<file path="config.mk">
export PLATFORM = sky130hd
export DESIGN_NAME = triangle_voice_effect_mixer
export DESIGN_NICKNAME = d
export VERILOG_FILES = /design/src/hw/rtl/tvm_pkg.sv /design/src/hw/rtl/tvm_voice_ram.sv /design/src/hw/rtl/tvm_env_div.sv /design/src/hw/rtl/triangle_voice_effect_mixer.sv
export SDC_FILE = /design/constraint.sdc
export NUM_CORES = 2
export LEC_CHECK = 0
export CORE_MARGIN = 2
export CORE_UTILIZATION = 30
export DETAILED_ROUTE_END_ITERATION = 8
export DONT_BUFFER_PORTS = 1
export PLACE_DENSITY = 0.53
export SYNTH_ARGS = -nofsm -noshare
export SYNTH_HDL_FRONTEND = slang
export SYNTH_SLANG_ARGS = --single-unit
</file>
<file path="constraint.sdc">
create_clock -name i_clk -period 18.2 [get_ports i_clk]
set_input_delay 3.64 -clock i_clk [delete_from_list [all_inputs] [get_ports i_clk]]
set_output_delay 3.64 -clock i_clk [all_outputs]
set_load 0.01 [all_outputs]
</file>
<file path="src/hw/rtl/tvm_pkg.sv">
// shared types, codes and tables of the triangle voice effect mixer
package tvm_pkg;

    // command codes
    localparam logic CMD_START = 1'b0;
    localparam logic CMD_MIX   = 1'b1;

    // field widths
    localparam int PHASE_W = 32;
    localparam int EFF_W   = 3;
    localparam int REM_W   = 12;
    localparam int GAIN_W  = 12;
    localparam int ENV_W   = 9;
    localparam int TRI_W   = 16;
    localparam int SUM_W   = 20;
    localparam int TG_W    = TRI_W + GAIN_W + 1;
    localparam int PROD_W  = TG_W + ENV_W + 1;
    localparam int SCALE_SH = 23;

    // effect ids that start a synth voice
    localparam logic [3:0] EFF_FIRST = 4'd1;
    localparam logic [3:0] EFF_LAST  = 4'd6;

    // level and gain scaling
    localparam logic [16:0] LEVEL_ONE = 17'd65536;
    localparam logic [28:0] GAIN_MAX  = 29'd2200;

    // attack length of the envelope
    localparam logic [REM_W-1:0] ATTACK_LEN = 12'd32;

    // triangle fold point
    localparam logic signed [17:0] TRI_TOP = 18'sd98303;
    localparam logic signed [17:0] TRI_MID = 18'sd32768;

    // phase step per effect, freq * 2^32 / 16000
    localparam logic [PHASE_W-1:0] STEP_TAB [8] = '{
        32'd0,
        32'((64'd1200 << 32) / 64'd16000),
        32'((64'd850  << 32) / 64'd16000),
        32'((64'd1700 << 32) / 64'd16000),
        32'((64'd520  << 32) / 64'd16000),
        32'((64'd2300 << 32) / 64'd16000),
        32'((64'd920  << 32) / 64'd16000),
        32'd0
    };

    // voice duration per effect in samples
    localparam logic [REM_W-1:0] LEN_TAB [8] = '{
        12'd0, 12'd640, 12'd240, 12'd1200, 12'd1600, 12'd2400, 12'd2240, 12'd0
    };

    // input request
    typedef struct packed {
        logic               command;
        logic [3:0]         effect_id;
        logic [16:0]        level;
        logic signed [15:0] sample_in;
    } t_in_item;

    // output request
    typedef struct packed {
        logic signed [15:0] sample_out;
        logic               any_active;
    } t_out_item;

    // one voice entry of the state memory
    typedef struct packed {
        logic [PHASE_W-1:0] phase;
        logic [EFF_W-1:0]   effect;
        logic [REM_W-1:0]   remaining;
        logic [REM_W-1:0]   length;
        logic [GAIN_W-1:0]  gain;
    } t_voice;

endpackage

</file>
<file path="src/hw/rtl/tvm_voice_ram.sv">
// voice state memory, one read and one write port, registered read data
module tvm_voice_ram
    import tvm_pkg::*;
#(
    parameter int VOICES = 3
) (
    input  logic                                  i_clk,
    input  logic                                  i_rst_n,
    input  logic                                  i_we,
    input  logic [((VOICES > 1) ? $clog2(VOICES) : 1)-1:0] i_waddr,
    input  t_voice                                i_wdata,
    input  logic                                  i_re,
    input  logic [((VOICES > 1) ? $clog2(VOICES) : 1)-1:0] i_raddr,
    output t_voice                                o_rdata
);

    t_voice             r_mem [VOICES];
    logic [VOICES-1:0]  r_vld;
    t_voice             r_rdata;

    // entry valid bits, an entry never written reads as zero
    always_ff @(posedge i_clk) begin
        if (!i_rst_n) begin
            r_vld <= '0;
        end else if (i_we) begin
            r_vld[i_waddr] <= 1'b1;
        end
    end

    // memory array write
    always_ff @(posedge i_clk) begin
        if (i_we) begin
            r_mem[i_waddr] <= i_wdata;
        end
    end

    // registered read
    always_ff @(posedge i_clk) begin
        if (i_re) begin
            r_rdata <= r_vld[i_raddr] ? r_mem[i_raddr] : '0;
        end
    end

    assign o_rdata = r_rdata;

endmodule

</file>
<file path="src/hw/rtl/tvm_env_div.sv">
// bit-serial envelope divider, remaining * 256 / length, one quotient bit a cycle
module tvm_env_div
    import tvm_pkg::*;
(
    input  logic             i_clk,
    input  logic             i_rst_n,
    input  logic             i_start,
    input  logic [REM_W-1:0] i_rem,
    input  logic [REM_W-1:0] i_len,
    output logic             o_done,
    output logic [ENV_W-1:0] o_env
);

    logic             r_busy;
    logic             r_done;
    logic [3:0]       r_cnt;
    logic [REM_W-1:0] r_part;
    logic [REM_W-1:0] r_len;
    logic [ENV_W-1:0] r_shift;
    logic [ENV_W-1:0] r_quo;

    logic [REM_W:0]   w_trial;
    logic             w_fit;

    // shift in the next dividend bit and try the subtract
    assign w_trial = {r_part, r_shift[ENV_W-1]};
    assign w_fit   = (w_trial >= {1'b0, r_len});

    // control
    always_ff @(posedge i_clk) begin
        if (!i_rst_n) begin
            r_busy <= 1'b0;
            r_done <= 1'b0;
            r_cnt  <= '0;
        end else begin
            r_done <= 1'b0;
            if (i_start) begin
                r_busy <= 1'b1;
                r_cnt  <= 4'(ENV_W);
            end else if (r_busy) begin
                r_cnt <= r_cnt - 4'd1;
                if (r_cnt == 4'd1) begin
                    r_busy <= 1'b0;
                    r_done <= 1'b1;
                end
            end
        end
    end

    // datapath, dividend is {rem, 8 zeros}, the upper part seeds the remainder
    always_ff @(posedge i_clk) begin
        if (i_start) begin
            r_part  <= {1'b0, i_rem[REM_W-1:1]};
            r_shift <= {i_rem[0], {(ENV_W-1){1'b0}}};
            r_len   <= i_len;
            r_quo   <= '0;
        end else if (r_busy) begin
            r_part  <= w_fit ? REM_W'(w_trial - {1'b0, r_len}) : w_trial[REM_W-1:0];
            r_shift <= {r_shift[ENV_W-2:0], 1'b0};
            r_quo   <= {r_quo[ENV_W-2:0], w_fit};
        end
    end

    assign o_done = r_done;
    assign o_env  = r_quo;

endmodule

</file>
<file path="src/hw/rtl/triangle_voice_effect_mixer.sv">
// Three-voice triangle effect mixer, top level with sequencer and mix datapath.
// A start request leaves the sequencer idle; requests may follow back to back.
// A mix request reads each voice in turn and runs the envelope divider for each live
// voice; the envelope divider sets most of the time a mix request takes.
// One mix request is worked on at a time; the result register lets the next one in.
// Synchronous active-low reset: all voices idle, round-robin pointer at voice 0.
module triangle_voice_effect_mixer
    import tvm_pkg::*;
#(
    parameter int VOICES = 3
) (
    input  logic      i_clk,
    input  logic      i_rst_n,
    input  logic      i_in_valid,
    output logic      o_in_ready,
    input  t_in_item  i_in,
    output logic      o_out_valid,
    input  logic      i_out_ready,
    output t_out_item o_out
);

    localparam int AW = (VOICES > 1) ? $clog2(VOICES) : 1;

    typedef enum logic [7:0] {
        S_IDLE = 8'b0000_0001,
        S_READ = 8'b0000_0010,
        S_LOAD = 8'b0000_0100,
        S_DIV  = 8'b0000_1000,
        S_MUL1 = 8'b0001_0000,
        S_MUL2 = 8'b0010_0000,
        S_ACC  = 8'b0100_0000,
        S_DONE = 8'b1000_0000
    } t_state;

    t_state                    r_state, n_state;
    logic [AW-1:0]             r_vidx, n_vidx;
    logic [AW-1:0]             r_next, n_next;
    logic signed [SUM_W-1:0]   r_sum, n_sum;
    logic                      r_live, n_live;
    logic                      r_out_valid;
    t_out_item                 r_out;
    t_voice                    r_cur;
    logic signed [TG_W-1:0]    r_tg;
    logic [ENV_W-1:0]          r_env;
    logic signed [PROD_W-1:0]  r_prod;

    logic                      w_accept;
    logic                      w_start_ok;
    logic                      w_last;
    logic [16:0]               w_level;
    logic [28:0]               w_gain_full;
    t_voice                    w_start_word;
    t_voice                    w_rd;
    t_voice                    w_adv;
    t_voice                    w_wb;
    logic                      w_we;
    logic [AW-1:0]             w_waddr;
    t_voice                    w_wdata;
    logic                      w_re;
    logic                      w_div_start;
    logic                      w_div_done;
    logic [ENV_W-1:0]          w_div_q;
    logic [15:0]               w_p;
    logic signed [17:0]        w_tri_x;
    logic signed [TRI_W-1:0]   w_tri;
    logic signed [TG_W-1:0]    w_tg;
    logic [REM_W-1:0]          w_age;
    logic [ENV_W-1:0]          w_env_raw;
    logic [12:0]               w_env_att;
    logic [ENV_W-1:0]          w_env;
    logic signed [PROD_W-1:0]  w_bias;
    logic signed [PROD_W-1:0]  w_contrib;
    logic signed [15:0]        w_sat;

    assign o_in_ready = (r_state == S_IDLE);
    assign w_accept   = i_in_valid && o_in_ready;
    assign w_last     = (r_vidx == AW'(VOICES - 1));

    // start request decode and gain, 2200 * clamped level / 65536
    assign w_start_ok  = (i_in.command == CMD_START) && (i_in.effect_id >= EFF_FIRST)
                         && (i_in.effect_id <= EFF_LAST);
    assign w_level     = (i_in.level > LEVEL_ONE) ? LEVEL_ONE : i_in.level;
    assign w_gain_full = GAIN_MAX * {12'd0, w_level};

    always_comb begin
        w_start_word           = '0;
        w_start_word.effect    = i_in.effect_id[EFF_W-1:0];
        w_start_word.remaining = LEN_TAB[i_in.effect_id[EFF_W-1:0]];
        w_start_word.length    = LEN_TAB[i_in.effect_id[EFF_W-1:0]];
        w_start_word.gain      = w_gain_full[16 +: GAIN_W];
    end

    // voice read back with its phase advanced by one sample
    always_comb begin
        w_adv       = w_rd;
        w_adv.phase = w_rd.phase + STEP_TAB[w_rd.effect];
    end

    // write back of an advanced voice
    always_comb begin
        w_wb           = r_cur;
        w_wb.remaining = r_cur.remaining - REM_W'(1);
    end

    // memory port selection
    assign w_we    = (w_accept && w_start_ok) || (r_state == S_MUL1);
    assign w_waddr = (r_state == S_MUL1) ? r_vidx : r_next;
    assign w_wdata = (r_state == S_MUL1) ? w_wb : w_start_word;
    assign w_re    = (r_state == S_READ);

    tvm_voice_ram #(
        .VOICES (VOICES)
    ) u_ram (
        .i_clk   (i_clk),
        .i_rst_n (i_rst_n),
        .i_we    (w_we),
        .i_waddr (w_waddr),
        .i_wdata (w_wdata),
        .i_re    (w_re),
        .i_raddr (r_vidx),
        .o_rdata (w_rd)
    );

    assign w_div_start = (r_state == S_LOAD) && (w_rd.remaining != '0);

    tvm_env_div u_div (
        .i_clk   (i_clk),
        .i_rst_n (i_rst_n),
        .i_start (w_div_start),
        .i_rem   (w_rd.remaining),
        .i_len   (w_rd.length),
        .o_done  (w_div_done),
        .o_env   (w_div_q)
    );

    // triangle sample from the advanced phase
    assign w_p     = r_cur.phase[PHASE_W-1 -: 16];
    assign w_tri_x = w_p[15] ? (TRI_TOP - $signed({1'b0, w_p, 1'b0}))
                             : ($signed({1'b0, w_p, 1'b0}) - TRI_MID);
    assign w_tri   = w_tri_x[TRI_W-1:0];
    assign w_tg    = w_tri * $signed({1'b0, r_cur.gain});

    // envelope with linear attack
    assign w_age     = (r_cur.length >= r_cur.remaining) ? (r_cur.length - r_cur.remaining)
                                                         : '0;
    assign w_env_raw = (r_cur.length == '0) ? '0 : w_div_q;
    assign w_env_att = 13'(w_env_raw) * 13'(w_age[4:0]);
    assign w_env     = (w_age < ATTACK_LEN) ? ENV_W'(w_env_att >> 5) : w_env_raw;

    // scale by 2^-23 with truncation toward zero
    assign w_bias    = r_prod[PROD_W-1] ? (r_prod + PROD_W'((1 << SCALE_SH) - 1)) : r_prod;
    assign w_contrib = w_bias >>> SCALE_SH;

    // saturate the mixed sum
    always_comb begin
        if (r_sum > SUM_W'(32767)) begin
            w_sat = 16'sh7FFF;
        end else if (r_sum < -SUM_W'(32768)) begin
            w_sat = 16'sh8000;
        end else begin
            w_sat = r_sum[15:0];
        end
    end

    // sequencer
    always_comb begin
        n_state = r_state;
        n_vidx  = r_vidx;
        n_next  = r_next;
        n_sum   = r_sum;
        n_live  = r_live;
        unique case (r_state)
            S_IDLE: begin
                if (w_accept) begin
                    if (i_in.command == CMD_MIX) begin
                        n_sum   = SUM_W'(i_in.sample_in);
                        n_live  = 1'b0;
                        n_vidx  = '0;
                        n_state = S_READ;
                    end else if (w_start_ok) begin
                        n_next = (r_next == AW'(VOICES - 1)) ? '0 : r_next + AW'(1);
                    end
                end
            end
            S_READ: begin
                n_state = S_LOAD;
            end
            S_LOAD: begin
                if (w_rd.remaining != '0) begin
                    n_state = S_DIV;
                end else if (w_last) begin
                    n_state = S_DONE;
                end else begin
                    n_vidx  = r_vidx + AW'(1);
                    n_state = S_READ;
                end
            end
            S_DIV: begin
                if (w_div_done) begin
                    n_state = S_MUL1;
                end
            end
            S_MUL1: begin
                n_state = S_MUL2;
            end
            S_MUL2: begin
                n_state = S_ACC;
            end
            S_ACC: begin
                n_sum  = r_sum + w_contrib[SUM_W-1:0];
                n_live = r_live || (r_cur.remaining != REM_W'(1));
                if (w_last) begin
                    n_state = S_DONE;
                end else begin
                    n_vidx  = r_vidx + AW'(1);
                    n_state = S_READ;
                end
            end
            S_DONE: begin
                if (!r_out_valid || i_out_ready) begin
                    n_state = S_IDLE;
                end
            end
            default: begin
                n_state = S_IDLE;
            end
        endcase
    end

    // control registers
    always_ff @(posedge i_clk) begin
        if (!i_rst_n) begin
            r_state     <= S_IDLE;
            r_vidx      <= '0;
            r_next      <= '0;
            r_out_valid <= 1'b0;
        end else begin
            r_state <= n_state;
            r_vidx  <= n_vidx;
            r_next  <= n_next;
            if (r_state == S_DONE && (!r_out_valid || i_out_ready)) begin
                r_out_valid <= 1'b1;
            end else if (i_out_ready) begin
                r_out_valid <= 1'b0;
            end
        end
    end

    // datapath registers
    always_ff @(posedge i_clk) begin
        r_sum  <= n_sum;
        r_live <= n_live;
        if (r_state == S_LOAD) begin
            r_cur <= w_adv;
        end
        if (r_state == S_MUL1) begin
            r_tg  <= w_tg;
            r_env <= w_env;
        end
        if (r_state == S_MUL2) begin
            r_prod <= r_tg * $signed({1'b0, r_env});
        end
        if (r_state == S_DONE && (!r_out_valid || i_out_ready)) begin
            r_out.sample_out <= w_sat;
            r_out.any_active <= r_live;
        end
    end

    assign o_out_valid = r_out_valid;
    assign o_out       = r_out;

endmodule

</file>
==> results.ini <==
[outcome]
status=completed

[die]
die_x_um=382
io_pins=61
initial_core_util=0.303
die_y_um=382
core_um2=142000
dieArea_um2=146000
rows=138

[synthesis]
synthesis.area_um2=42800
async_flop_share=0
synth.distinct_cells=84
synth_ff_type=edfxtp_1
seq_area_frac_synth=0.361
ys_seq_elements=526
synth_warnings=0
syn_nets=4848
synth_edf_count=494
syn_inst=4036
synth_area_per_cell_um2=10.6

[cells_and_area]
drive_gt1_frac=0.0428
regArea_um2=15500
instances_no_fill=5937
fin_nets=4812
multi_input_area_um2=24700
area_growth_pct=9.52
final.fill_count=14433

[worst_setup_path]
r2r_start=r_cur[70]
rrSetupSlack_ns=11.01
worstSetupPathType=in2reg
critPathLaunchType=primary input
required_ns=18.55
r2r_end=r_tg[28]
path_max_fanout=17
r2r_cells=21
arrival_ns=8.97
end_kind=flop

[min_path]
min_to=r_cur[8]
hp-start=u_ram.o_rdata[8]
hold_path.class=reg2reg
holdPathStages=0

[detailed_routing]
antenna_left=0
routed_via_density=4.59
wirelength_mm=94.6
drtIter0Drc=1497
firstDrtPassIters=5
vias=27249
drc=0
wl_per_cell_um=15.9

[timing]
slew_violations=0
max_freq_mhz=116
finalSetupTns_ns=0
rsz0062_at_grt=false
fin_crit_ns=8.62
setup_viol=0
fin_skew_ns=0.0277
relSlewSlack=0.222
finalCritPeriodShare=0.474
worst_slew_pin_slew_ns=1.16
hold_violations=0

[clock_tree]
cts.path.max_buffers=3
holdBufCountCts=0
clk_root_buffer_cell=clkbuf_16
cts_resized=0
cts.sinks=526
tritoncts=done
htreeDepth=2
cts_buffers=58
post_cts_buffers=0
worstSkewPairLatency_ns=0.64
cts.reportedPaths.clkPinSlew_ns=0.06

[global_route]
grt_usage=0.131
grt_max_degree=88
grt_pass1_vias=28660
antenna_found_initial=0
grt_pass1_wl_mm=156
gr-total-overflow=0

[power_and_ir_drop]
leakage_nw=19.5
power_density_nw_per_um2=61.5
ir_worst_vdd_v=0.0000681

[placed_design]
place_inst=5830
dp_hpwl_mm=69.1
gp_congestion=0.815
portBuffers=0

[flow_run]
cap_violations=0

-- synth_stat cells (23+ instances only) --
library cell / n / area [um^2]
a21o_1: 39 / 293
a21oi_1: 214 / 1070
and2_1: 290 / 1810
clkbuf_1: 113 / 424
dfxtp_1: 32 / 641
edfxtp_1: 494 / 14800
fa_1: 437 / 8750
ha_1: 333 / 4170
inv_1: 588 / 2210
mux2i_1: 102 / 1020
nand2_1: 363 / 1360
nand3_1: 40 / 200
nand4_1: 24 / 150
nor2_1: 324 / 1220
nor3_1: 31 / 155
nor4_1: 23 / 144
o21a_1: 36 / 270
o21ai_0: 69 / 345
o21ai_1: 33 / 165
xnor2_1: 114 / 998
xor2_1: 69 / 604
-- cell usage in the layout, fill, tap and decap left out, types with 15 or more instances in the layout --
master     count
nand2b_1      19
mux2i_1      102
nand3_1       40
a21o_1        39
o21a_1        36
dfxtp_1       30
nor3_1        31
nand4_1       24
fa_1         437
nand2_1      363
o21bai_1      17
and2_1       290
clkinv_2      15
o21ai_1       33
xor2_1        69
o21ai_0       68
a31oi_1       18
a21oi_1      214
xnor2_1      114
ha_1         333
edfxtp_1     494
nor4_1        23
buf_4         38
clkbuf_16     58
inv_1        587
and3_1        17
a211oi_1      17
nor2_1       324
-- worst max-delay path by stage --
stage | from | to | slack, ns | depth (start not counted)
2_1_floorplan | i_in[19] | u_ram.r_mem[0][9] | 9.43 | 21
3_3_place_gp | i_in[19] | u_ram.r_mem[0][9] | 8.90 | 20
3_5_place_dp | i_in[19] | u_ram.r_mem[0][9] | 8.91 | 20
4_1_cts | i_in[19] | u_ram.r_mem[1][9] | 9.59 | 20
5_1_grt | i_in[19] | u_ram.r_mem[2][9] | 9.23 | 20
6_report | i_in[19] | u_ram.r_mem[1][9] | 9.58 | 20
-- per-stage QoR --
step / hold WS (ns) / worst slack (ns) / util / power (mW) / cell area, um^2
2_1_floorplan: 0.400 / 9.43 / - / 1.67 / 42800
3_3_place_gp: 0.401 / 8.90 / 0.318 / 1.75 / 45100
3_5_place_dp: 0.405 / 8.91 / 0.318 / 1.75 / 45100
4_1_cts: 0.413 / 9.59 / 0.331 / 2.92 / 46900
5_1_grt: 0.423 / 9.23 / 0.331 / 3.02 / 46900
6_report: 0.416 / 9.58 / 0.331 / 2.89 / 46900
-- logic make-up after synthesis --
family                     share of synthesized area
AOI/OAI and AO/OA                             0.0748
DFF                                            0.361
xor gates and xnor gates                      0.0374
muxes                                         0.0251
and+or+nand+nor                                0.136
adders and majority gates                      0.301
buffers and inverters                         0.0639
-- state kept, by name (all words and copies together) (netlist names), 4 cells and up --
signal and flops:
u_div.o_env 9, r_state 8, r_tg 29, r_prod 39
r_cur 71, r_env 9, u_div.r_part 12, u_div.r_cnt 4
u_div.r_len 12, u_ram.r_mem 213, r_sum 20, u_ram.o_rdata 71
o_out 17
-- layer usage --
metal / GRT usage / routed length (um) / vias up
met5: 0 / 0 / -
met4: 0.0249 / 1470 / 0
met3: 0.0154 / 3150 / 97
met2: 0.212 / 42900 / 359
met1: 0.189 / 47100 / 13526
li1: - / - / 13267
-- where the power goes --
| group | switching [mW] | internal (mW) |
|---|---|---|
| combinational | 0.202 | 0.144 |
| sequential | 0.0150 | 1.36 |
| clock | 0.517 | 0.644 |
| total | 0.734 | 2.15 |
-- critical path, stage by stage --
cell and delay [ns]:
or4_4 0.53, o41ai_4 0.69, and2_1 0.34, ha_1 0.28, ha_1 0.30, inv_1 0.07, fa_1 0.43, fa_1 0.54
inv_1 0.04, ha_1 0.29, a21oi_1 0.13, o21ai_0 0.09, a21oi_1 0.31, a211oi_2 0.16, o31a_4 0.41, nand4_4 0.11
nand3b_1 0.11, a21oi_1 0.20, xor2_1 0.18, o21ai_1 0.11
-- cell type report --
type / instances / area share
sequential: 526 / 0.330
inverter: 591 / 0.0473
clock inverter: 44 / 0.00824
multi-input combinational: 2785 / 0.527
timing repair buffer: 38 / 0.00608
clock buffer: 62 / 0.0313
tap: 1890 / 0.0504
antenna: 1 / 0.0000533
Power figures use the tool's default switching activity.
